File: config.mk
export PLATFORM = sky130hd
export DESIGN_NAME = rms_voltage_compliance_top
export DESIGN_NICKNAME = d
export VERILOG_FILES = /design/src/rtl/core/rmsvc_pkg.sv /design/src/rtl/core/rms_voltage_compliance_top.sv
export SDC_FILE = /design/constraint.sdc
export NUM_CORES = 1
export LEC_CHECK = 0
export BUFFER_PORTS_ARGS = -buffer_cell sky130_fd_sc_hd__buf_2
export CAP_MARGIN = 20
export CORE_ASPECT_RATIO = 0.8
export CORE_UTILIZATION = 37
export CTS_CLUSTER_DIAMETER = 150
export CTS_CLUSTER_SIZE = 20
export DETAILED_ROUTE_END_ITERATION = 8
export PLACE_DENSITY = 0.65
export SETUP_SLACK_MARGIN = 0.3
export SLEW_MARGIN = 20
export SYNTH_ARGS = -nofsm -noshare
export SYNTH_HDL_FRONTEND = slang
export SYNTH_SLANG_ARGS = --single-unit
File: constraint.sdc
create_clock -name clk -period 8.05 [get_ports clk]
set_input_delay 0.805 -clock clk [delete_from_list [all_inputs] [get_ports clk]]
set_output_delay 0.805 -clock clk [all_outputs]
set_load 0.02 [all_outputs]
File: src/rtl/core/rmsvc_pkg.sv
// rms voltage compliance types, constants and microcode rom
`timescale 1ns / 1ps

package rmsvc_pkg;

    // fixed field and datapath widths
    localparam int VOLT_W    = 16;
    localparam int SQ_W      = 32;
    localparam int SUM_W     = 48;
    localparam int RMS_W     = 16;
    localparam int LIMIT_W   = 15;
    localparam int SEL_W     = 2;
    localparam int CFG_IDX_W = 2;
    localparam int PC_W      = 3;
    localparam int ITER_W    = 6;

    // reset values of the limit registers (207 V and 253 V at 1/64 V)
    localparam logic [LIMIT_W-1:0] LIMIT_LOW_RST  = 15'd13248;
    localparam logic [LIMIT_W-1:0] LIMIT_HIGH_RST = 15'd16192;

    // phase selector codes
    typedef enum logic [SEL_W-1:0] {
        PHASE_A    = 2'd0,
        PHASE_B    = 2'd1,
        PHASE_C    = 2'd2,
        PHASE_NONE = 2'd3
    } phase_t;

    // configuration register indexes
    typedef enum logic [CFG_IDX_W-1:0] {
        REG_PHASE_SELECT = 2'd0,
        REG_LIMIT_LOW    = 2'd1,
        REG_LIMIT_HIGH   = 2'd2
    } cfg_reg_t;

    // datapath operations
    typedef enum logic [2:0] {
        OP_NOP       = 3'd0,
        OP_TAKE      = 3'd1,
        OP_ACCUM     = 3'd2,
        OP_DIV_INIT  = 3'd3,
        OP_DIV_STEP  = 3'd4,
        OP_SQRT_INIT = 3'd5,
        OP_SQRT_STEP = 3'd6,
        OP_RESULT    = 3'd7
    } op_t;

    // jump conditions; when false the step counter advances by one unless stalled
    typedef enum logic [1:0] {
        COND_NEXT     = 2'd0,
        COND_ALWAYS   = 2'd1,
        COND_NOT_LAST = 2'd2,
        COND_LOOP     = 2'd3
    } cond_t;

    typedef struct packed {
        op_t               op;
        cond_t             cond;
        logic [PC_W-1:0]   target;
        logic [ITER_W-1:0] loop_last;
    } ctrl_word_t;

    // step addresses
    localparam logic [PC_W-1:0] STEP_TAKE      = 3'd0;
    localparam logic [PC_W-1:0] STEP_ACCUM     = 3'd1;
    localparam logic [PC_W-1:0] STEP_DIV_INIT  = 3'd2;
    localparam logic [PC_W-1:0] STEP_DIV_STEP  = 3'd3;
    localparam logic [PC_W-1:0] STEP_SQRT_INIT = 3'd4;
    localparam logic [PC_W-1:0] STEP_SQRT_STEP = 3'd5;
    localparam logic [PC_W-1:0] STEP_RESULT    = 3'd6;

    localparam logic [ITER_W-1:0] DIV_LAST  = ITER_W'(SUM_W - 1);
    localparam logic [ITER_W-1:0] SQRT_LAST = ITER_W'(RMS_W - 1);

    // microcode program
    function automatic ctrl_word_t ucode_rom(input logic [PC_W-1:0] pc);
        ctrl_word_t cw;
        cw = '{op: OP_NOP, cond: COND_ALWAYS, target: STEP_TAKE, loop_last: '0};
        case (pc)
            STEP_TAKE:
                cw = '{op: OP_TAKE, cond: COND_NEXT, target: STEP_TAKE, loop_last: '0};
            STEP_ACCUM:
                cw = '{op: OP_ACCUM, cond: COND_NOT_LAST, target: STEP_TAKE,
                       loop_last: '0};
            STEP_DIV_INIT:
                cw = '{op: OP_DIV_INIT, cond: COND_NEXT, target: STEP_TAKE,
                       loop_last: '0};
            STEP_DIV_STEP:
                cw = '{op: OP_DIV_STEP, cond: COND_LOOP, target: STEP_DIV_STEP,
                       loop_last: DIV_LAST};
            STEP_SQRT_INIT:
                cw = '{op: OP_SQRT_INIT, cond: COND_NEXT, target: STEP_TAKE,
                       loop_last: '0};
            STEP_SQRT_STEP:
                cw = '{op: OP_SQRT_STEP, cond: COND_LOOP, target: STEP_SQRT_STEP,
                       loop_last: SQRT_LAST};
            STEP_RESULT:
                cw = '{op: OP_RESULT, cond: COND_ALWAYS, target: STEP_TAKE,
                       loop_last: '0};
            default:
                cw = '{op: OP_NOP, cond: COND_ALWAYS, target: STEP_TAKE, loop_last: '0};
        endcase
        return cw;
    endfunction

endpackage

File: src/rtl/core/rms_voltage_compliance_top.sv
// rms voltage compliance meter: microcoded accumulate, divide and square root
//
//  channel  dir  handshake            payload
//  s_*      in   s_tvalid / s_tready  s_tdata = volt_a, volt_b, volt_c; s_tlast = last
//  m_*      out  m_tvalid / m_tready  m_tdata = rms; m_tuser = compliant
//  cfg_*    in   cfg_valid/cfg_ready  cfg_index, cfg_data (always ready)
//
//  a sample not marked last goes through take (with the square) and accumulate
//  a last sample goes on through divide setup, 48 restoring divide steps,
//  root setup, 16 root steps and the result load, set by the shared step counter
//  the result load waits while the output register holds an untaken beat
//  reset clears the step counter, sum, sample count and output valid and loads the limit and phase defaults
`timescale 1ns / 1ps

module rms_voltage_compliance_top #(
    parameter int MAX_SAMPLES = 65536
) (
    input  logic                                clk,
    input  logic                                rst_n,
    // volt_a [15:0], volt_b [31:16], volt_c [47:32]
    input  logic [3*rmsvc_pkg::VOLT_W-1:0]      s_tdata,
    input  logic                                s_tlast,
    input  logic                                s_tvalid,
    output logic                                s_tready,
    // rms [15:0]
    output logic [rmsvc_pkg::RMS_W-1:0]         m_tdata,
    // compliant [0]
    output logic                                m_tuser,
    output logic                                m_tvalid,
    input  logic                                m_tready,
    input  logic                                cfg_valid,
    output logic                                cfg_ready,
    input  logic [rmsvc_pkg::CFG_IDX_W-1:0]     cfg_index,
    input  logic [rmsvc_pkg::LIMIT_W-1:0]       cfg_data
);
    import rmsvc_pkg::*;

    localparam int CNT_W = $clog2(MAX_SAMPLES + 1);
    localparam logic [CNT_W-1:0] CNT_MAX = CNT_W'(MAX_SAMPLES);

    // sequencer
    logic [PC_W-1:0]   pc_reg, pc_next;
    logic [ITER_W-1:0] iter_reg, iter_next;
    ctrl_word_t        cw;
    logic              stall;
    logic              jump;

    // configuration
    phase_t              phase_sel_reg;
    logic [LIMIT_W-1:0]  limit_low_reg, limit_high_reg;

    // accumulation
    logic signed [VOLT_W-1:0] volt_sel;
    logic signed [SQ_W-1:0]   volt_ext;
    logic [SQ_W-1:0]          square;
    logic [SQ_W-1:0]          sq_reg;
    logic                     last_reg;
    logic [SUM_W-1:0]         sum_reg, sum_next;
    logic [CNT_W-1:0]         count_reg, count_next;

    // divider
    logic [CNT_W-1:0]  div_reg;
    logic [SUM_W-1:0]  quo_reg, quo_next;
    logic [CNT_W-1:0]  rem_reg, rem_next;
    logic [CNT_W:0]    div_shift, div_diff;
    logic              div_ge;

    // square root
    logic [SQ_W-1:0]   rad_reg, rad_next;
    logic [RMS_W-1:0]  root_reg, root_next;
    logic [RMS_W:0]    srem_reg, srem_next;
    logic [RMS_W+2:0]  sq_shift, sq_trial, sq_diff;
    logic              sq_ge;

    // output register
    logic              m_tvalid_reg, m_tvalid_next;
    logic [RMS_W-1:0]  rms_reg;
    logic              comp_reg;
    logic              in_beat;
    logic              load_out;

    // control word fetch and step sequencing
    always_comb
    begin
        cw = ucode_rom(pc_reg);
        stall = ((cw.op == OP_TAKE) && !s_tvalid)
             || ((cw.op == OP_RESULT) && m_tvalid_reg && !m_tready);
        case (cw.cond)
            COND_NEXT:     jump = 1'b0;
            COND_ALWAYS:   jump = 1'b1;
            COND_NOT_LAST: jump = !last_reg;
            COND_LOOP:     jump = (iter_reg != cw.loop_last);
            default:       jump = 1'b0;
        endcase
        if (stall)
            pc_next = pc_reg;
        else if (jump)
            pc_next = cw.target;
        else
            pc_next = pc_reg + 1'b1;
    end

    assign s_tready = (cw.op == OP_TAKE);
    assign in_beat  = s_tvalid && s_tready;
    assign load_out = (cw.op == OP_RESULT) && !stall;

    // selected phase and its square, widened before the multiply
    always_comb
    begin
        case (phase_sel_reg)
            PHASE_A: volt_sel = s_tdata[VOLT_W-1:0];
            PHASE_B: volt_sel = s_tdata[2*VOLT_W-1:VOLT_W];
            PHASE_C: volt_sel = s_tdata[3*VOLT_W-1:2*VOLT_W];
            default: volt_sel = '0;
        endcase
        volt_ext = SQ_W'(volt_sel);
        square   = volt_ext * volt_ext;
    end

    // divider step: one quotient bit per cycle
    always_comb
    begin
        div_shift = {rem_reg, quo_reg[SUM_W-1]};
        div_diff  = div_shift - {1'b0, div_reg};
        div_ge    = (div_shift >= {1'b0, div_reg});
        rem_next  = div_ge ? div_diff[CNT_W-1:0] : div_shift[CNT_W-1:0];
        quo_next  = {quo_reg[SUM_W-2:0], div_ge};
    end

    // square root step: one root bit per cycle
    always_comb
    begin
        sq_shift  = {srem_reg, rad_reg[SQ_W-1 -: 2]};
        sq_trial  = {1'b0, root_reg, 2'b01};
        sq_diff   = sq_shift - sq_trial;
        sq_ge     = (sq_shift >= sq_trial);
        srem_next = sq_ge ? sq_diff[RMS_W:0] : sq_shift[RMS_W:0];
        root_next = {root_reg[RMS_W-2:0], sq_ge};
        rad_next  = {rad_reg[SQ_W-3:0], 2'b00};
    end

    // accumulator and loop counter next values
    always_comb
    begin
        sum_next   = sum_reg;
        count_next = count_reg;
        iter_next  = iter_reg;
        case (cw.op)
            OP_ACCUM:
            begin
                if (count_reg < CNT_MAX)
                begin
                    sum_next   = sum_reg + SUM_W'(sq_reg);
                    count_next = count_reg + 1'b1;
                end
            end
            OP_DIV_INIT, OP_SQRT_INIT:
            begin
                iter_next = '0;
                if (cw.op == OP_DIV_INIT)
                begin
                    sum_next   = '0;
                    count_next = '0;
                end
            end
            OP_DIV_STEP, OP_SQRT_STEP:
                iter_next = iter_reg + 1'b1;
            default:
                iter_next = iter_reg;
        endcase
    end

    // output valid
    always_comb
    begin
        if (load_out)
            m_tvalid_next = 1'b1;
        else if (m_tready)
            m_tvalid_next = 1'b0;
        else
            m_tvalid_next = m_tvalid_reg;
    end

    // control and state registers
    always_ff @(posedge clk or negedge rst_n)
    begin
        if (!rst_n)
        begin
            pc_reg         <= STEP_TAKE;
            iter_reg       <= '0;
            sum_reg        <= '0;
            count_reg      <= '0;
            m_tvalid_reg   <= 1'b0;
            phase_sel_reg  <= PHASE_A;
            limit_low_reg  <= LIMIT_LOW_RST;
            limit_high_reg <= LIMIT_HIGH_RST;
        end
        else
        begin
            pc_reg       <= pc_next;
            iter_reg     <= iter_next;
            sum_reg      <= sum_next;
            count_reg    <= count_next;
            m_tvalid_reg <= m_tvalid_next;
            if (cfg_valid)
            begin
                case (cfg_reg_t'(cfg_index))
                    REG_PHASE_SELECT: phase_sel_reg  <= phase_t'(cfg_data[SEL_W-1:0]);
                    REG_LIMIT_LOW:    limit_low_reg  <= cfg_data;
                    REG_LIMIT_HIGH:   limit_high_reg <= cfg_data;
                    default:          phase_sel_reg  <= phase_sel_reg;
                endcase
            end
        end
    end

    // datapath payload registers
    always_ff @(posedge clk)
    begin
        if (in_beat)
        begin
            sq_reg   <= square;
            last_reg <= s_tlast;
        end
        case (cw.op)
            OP_DIV_INIT:
            begin
                div_reg <= count_reg;
                quo_reg <= sum_reg;
                rem_reg <= '0;
            end
            OP_DIV_STEP:
            begin
                quo_reg <= quo_next;
                rem_reg <= rem_next;
            end
            OP_SQRT_INIT:
            begin
                rad_reg  <= quo_reg[SQ_W-1:0];
                root_reg <= '0;
                srem_reg <= '0;
            end
            OP_SQRT_STEP:
            begin
                rad_reg  <= rad_next;
                root_reg <= root_next;
                srem_reg <= srem_next;
            end
            default:
            begin
                rem_reg <= rem_reg;
            end
        endcase
        if (load_out)
        begin
            rms_reg  <= root_reg;
            comp_reg <= (root_reg >= {1'b0, limit_low_reg})
                     && (root_reg <= {1'b0, limit_high_reg});
        end
    end

    assign m_tvalid  = m_tvalid_reg;
    assign m_tdata   = rms_reg;
    assign m_tuser   = comp_reg;
    assign cfg_ready = 1'b1;

`ifndef SYNTH
    // the sample count never passes the window limit
    a_count_bound: assert property (@(posedge clk) disable iff (!rst_n)
        count_reg <= CNT_MAX)
        else $error("sample count beyond window limit");

    // the divider remainder stays below the divisor
    a_div_rem: assert property (@(posedge clk) disable iff (!rst_n)
        (cw.op == OP_DIV_STEP) |-> (rem_reg < div_reg))
        else $error("divider remainder not below divisor");

    // the root remainder never exceeds twice the partial root
    a_sqrt_rem: assert property (@(posedge clk) disable iff (!rst_n)
        (cw.op == OP_SQRT_STEP) |-> ({1'b0, srem_reg} <= {root_reg, 1'b0}))
        else $error("root remainder out of range");

    // a result load always presents a beat on the next cycle
    a_load_out: assert property (@(posedge clk) disable iff (!rst_n)
        load_out |=> m_tvalid)
        else $error("result load without output beat");

    // input is taken only at the take step, never mid computation
    a_take_only: assert property (@(posedge clk) disable iff (!rst_n)
        in_beat |=> (pc_reg == STEP_ACCUM))
        else $error("accepted beat did not move to accumulate");
`endif

endmodule
=== Word-level counts from Yosys, hierarchy flattened ===
Cells that the tools add are included.

* Register bits: 304
* Bits in latches: 0
* Bits in writable memories: 0
* Bits in read-only memories: 0
* Output and inout port bits: 20
* Memories kept: 0

* Add/sub/neg operators: 6
* Multiply operators: 1
* Divide/modulo/power cells: 0
* Order comparisons: 5
* Eq/ne operators: 23
* Shifts and indexed selects: 0
* Multiplexer cells: 20
* Bitwise gates (word level): 0
* Reduce and logical (&&, ||, !) cells: 26

{| class="wikitable"
|+ Operators with widths
! kind !! count
|-
| case mux 48 bit (2 select lines) || 2
|-
| case mux 17 bit (2 select lines) || 3
|-
| case mux 14 bit (7 select lines) || 1
|-
| 2-to-1 mux 48 bit || 2
|-
| 2-to-1 mux 17 bit || 4
|-
| case mux 32 bit (2 select lines) || 1
|-
| adder 48 x 32 -> 48 bit || 1
|-
| case mux 16 bit (3 select lines) || 1
|-
| subtractor 17 bit || 2
|-
| multiplier 16 x 16 -> 32 bit || 1
|-
| case mux 16 bit (2 select lines) || 1
|-
| == test 3 bit, second input constant || 7
|-
| greater-or-equal comparator 19 x 18 -> 1 bit || 1
|-
| greater-or-equal comparator 18 x 17 -> 1 bit || 1
|-
| adder 17 x 1 -> 17 bit, second input constant || 1
|-
| less-than comparator 17 bit, second input constant || 1
|-
| greater-or-equal comparator 16 x 15 -> 1 bit || 1
|-
| <= comparator 16 x 15 -> 1 bit || 1
|-
| == test 3 x 2 -> 1 bit, second input constant || 4
|-
| case mux 6 bit (2 select lines) || 1
|-
| nonzero test 2 bit || 5
|-
| == test 2 bit, second input constant || 4
|-
| adder 6 x 1 -> 6 bit, second input constant || 1
|-
| == test 2 x 1 -> 1 bit, second input constant || 3
|-
| 15 further kinds || 31
|}

=== Depth between registers and ports, before layout ===
* Depth after elaboration: 9
* Mapped depth: 29
* Mapped depth without buffers: 26

=== Least setup slack after synthesis ===
Ideal clock, no wire load.

* Kind: register to register
* From: reg phase_sel_reg[1]
* To: reg sq_reg[30] (data pin)
* Data arrival time: 7350 ps
* Slack: 438 ps
* Stages on the path, launching flop included: 27
* Path buffers: 3
* Clock period less this slack: 7612 ps
* Path through: dfrtp_1 clkbuf_1 buf_2 clkbuf_1 mux2i_1 nor2_1 a21oi_1 clkinv_1 nand2_1 fa_1 fa_1 fa_1 inv_1 fa_1 fa_1 inv_1 fa_1 inv_1 ha_1 a21oi_1 nor2b_1 or4_1 o22ai_1 o21ai_1 a221oi_1 a21oi_1 xor2_1

* Cells in the longest elaborated chain, start to end: 3
* Elaborated cells between the ends (all ways): 5

{| class="wikitable"
|+ RTL lines
! element !! RTL line !! RTL
|-
| start, declared || rms_voltage_compliance_top.sv:49 || <nowiki>phase_t phase_sel_reg;</nowiki>
|-
| start signal, assigned || rms_voltage_compliance_top.sv:208 || <nowiki>REG_PHASE_SELECT: phase_sel_reg <= phase_t'(cfg_data[SEL_W-1:0]);</nowiki>
|-
| start signal, assigned || rms_voltage_compliance_top.sv:211 || <nowiki>default: phase_sel_reg <= phase_sel_reg;</nowiki>
|-
| == test 2 bit (tied with other cells) || rms_voltage_compliance_top.sv:110 || <nowiki>case (phase_sel_reg)</nowiki>
|-
| case mux 16 bit (3 select lines) (*) || rms_voltage_compliance_top.sv:110 ||
|-
| multiplier 16 x 16 -> 32 bit (*) || rms_voltage_compliance_top.sv:117 || <nowiki>square = volt_ext * volt_ext;</nowiki>
|-
| net square[30] || rms_voltage_compliance_top.sv:55 || <nowiki>logic [SQ_W-1:0] square;</nowiki>
|-
| end signal, assigned || rms_voltage_compliance_top.sv:222 || <nowiki>sq_reg <= square;</nowiki>
|-
| end, declared || rms_voltage_compliance_top.sv:56 || <nowiki>logic [SQ_W-1:0] sq_reg;</nowiki>
|}

The timed path passes the listed nets; every way through them passes the cells marked *.
A chain may end at the register's enable or synchronous reset.

=== Worst setup path in the final report ===
* From: reg phase_sel_reg[1]
* To: reg sq_reg[29] (data pin)

The elaborated chain is that of the path after synthesis.

==> reports/metrics.yaml <==
min_period_ns: 7.346
slew_headroom: 0.3411
dr_total_vias: 17510
register_area_um2: 8581
cp-end-kind: "flip-flop"
fin_nets: 3066
cts_root_buffer: "clkbuf_16"
synth_top_area_share: 0.2315
cp-start-kind: "flip-flop"
highest_layer: "met4"
holdWs_ns: 0.2543
drc: 0
crit_type: "flip-flop to flip-flop"
fin_tns_setup_ns: 0
clkSinkCount: 303
maxCapViolCount: 0
ys_async_sr_fraction: 0.3531
cts_buffers: 19
grt_overflow: 0
worst-path-buf-inv: 4
syn_area_per_cell_um2: 10.28
fin_area_um2: 27790
synth_common_cells: "425 x inv_1, 235 x fa_1, 209 x nor2_1, 199 x nand2_1, 196 x edfxtp_1"
die_width_um: 295.1
finalMaxSlewViolations: 0
dpl_cell_area_um2: 27120
grt_antenna_before_repair: 0
drt_iter0_drc: 1124
synth_ff_type: "edfxtp_1"
drt_pass1_iterations: 5
clk_latency_ns: 0.54
fmax_mhz: 136.1
period_share: 0.9126
crit_family: "adder cells"
cp_common_cell: "fa_1"
avgRoutedWirePerCell_um: 15.42
fillers: 6647
netlist_instances: 2472
layout-drive-gt1-share: 0.1255
hpwl_um: 41750
io_pins: 91
grt_pass1_wl_um: 90850
grt_max_degree: 70
ys_types: 75
gr-usage-all-layers: 0.1603
crit_chain: "mux2i_1 > o21ai_1 > inv_1 > nand2_1 > fa_1 > inv_1 > fa_1 > fa_1 > fa_1 > fa_1 > inv_1 > fa_1 > inv_1 > ha_1 > a2111oi_0 > o21ai_0 > nor2_1 > o21ai_0 > a2111o_1 > nand3_1"
postCtsHoldBufs: 0
placed_cells_incl_taps: 3454
yosys-top-cells-area: "edfxtp_1 23%, fa_1 19%, ha_1 9.4%"
clk_pin_slew_ns: 0.09
area_growth_pct: 9.307
coreArea_um2: 67640
worst_path_max_delay_cell: "o21ai_1"
hold_violations: 0
worstMarginPinSlew_ns: 0.9863
seq_area_frac_synth: 0.3375
synth_edf_count: 196
crit_required_ns: 8.45
synth_top_area_cell: "edfxtp_1"
arrival_ns: 7.74
initial_core_util: 0.3758
fin_cells: 3494
cpPeakStageDelay_ns: 0.70
yosysWarnings: 0
cts_tree: "yes"
die_h_um: 236.5
wirelength_um: 53890
multi_input_area_um2: 15070
synth_area_um2: 25420
rows: 85
dr_wl_met3_um: 2807
wl_met2_um: 23610
holdCritPathClass: "input pin to asynchronous set/reset pin"
regToRegStartpoint: "phase_sel_reg[1]"
syn_nets: 2970
numPortBuffers: 89
gp_congestion: 0.9142
grt_setup_unrepaired: "no"
via_per_inst: 5.011
htreeDepth: 1
setup_viol: 0
startpoint: "phase_sel_reg[1]"
drt-met1-wl_um: 26540
clock_skew_ns: 0.03260
grt_pass1_vias: 17510
cts_buffer_depth: 3
crit_fanout: 9
postRouteAntennaNets: 0
dieArea_um2: 69770
n_antenna_cell: 0
synth-seq-cells: 303
outcome: "finished, final reports clean"
synth.most_common_cell: "inv_1"
## worst reg2reg max path, delay by kind of cell (launching register included)
kind,cells,cell delay (ns)
adders and majority gates,7,3.19
AOI/OAI and AO/OA,5,2.13
and+or+nand+nor,3,0.64
buffers and inverters,4,0.53
DFF,1,0.50
muxes,1,0.22
## layout by cell type, fill, tap and decap left out, types with 46 or more instances in the layout
cell      Yosys  routed
edfxtp_1    196     196
a21o_1       48      48
nor2_1      209     208
fa_1        235     235
xnor2_1      61      61
buf_2         4      88
buf_4         3      46
nand2_1     199     197
o21ai_0      84      83
ha_1        192     192
mux2_2      111     111
dfrtp_1      94      93
mux2i_1      49      48
inv_1       425     422
a21oi_1      98      94
nand3_1      50      50
## final timing paths
| kind | slack [ns] | endpoint | cells past startpoint |
|---|---|---|---|
| max in group asynchronous | 6.48 | limit_high_reg[1] | 2 |
| max | 0.70 | sq_reg[29] | 20 |
| min reg2reg | 0.50 | m_tdata[0] | 0 |
| min | 0.25 | sum_reg[1] | 1 |
| min in group clk | 0.44 | last_reg | 1 |
| max reg2reg | 0.70 | sq_reg[29] | 20 |
## cell type report
cell class              instances  area share
clock buffers                  32     0.01887
inverters                     429     0.05858
multi-input cells            1679      0.5424
well taps                     913     0.04111
flip-flops and latches        303      0.3088
clock inverters                 2    0.001036
repair buffers                136     0.02922
## what timing repair did
item                       in CTS  in global routing
resized for setup               3                 14
gates cloned                    0                  0
setup endpoints to repair       2                  6
setup buffers                   0                  5
## per-layer routing
layer  up-vias  track usage
li1       8449            -
met2       382       0.2458
met1      8607       0.2395
met3        69      0.02666
met5         -            0
met4         0      0.02748
## metrics by stage
stage / util / worst slack, ns
detailed placement: 0.4009 / 0.2619
finish: 0.4108 / 0.7037
global route: 0.4108 / 0.3316
CTS: 0.4092 / 0.3208
floorplan: - / 0.4376
global placement: 0.4009 / 0.2550
## cell families (layout without fill, tap and decap cells)
logic type,count (synthesis),in the layout,share of synthesized area
AO/OA/AOI/OAI,383,383,0.09878
adder cells (fa/ha/maj),427,427,0.2796
buffers and inverters,490,599,0.07328
AND/OR/NAND/NOR,603,603,0.1061
flip-flops,303,303,0.3375
multiplexers,160,160,0.06846
other,1,1,0.0001475
XOR/XNOR,105,105,0.03617
Power is not shown: default switching activity piles up to over one toggle a cycle in this logic, so the estimate is an artifact.
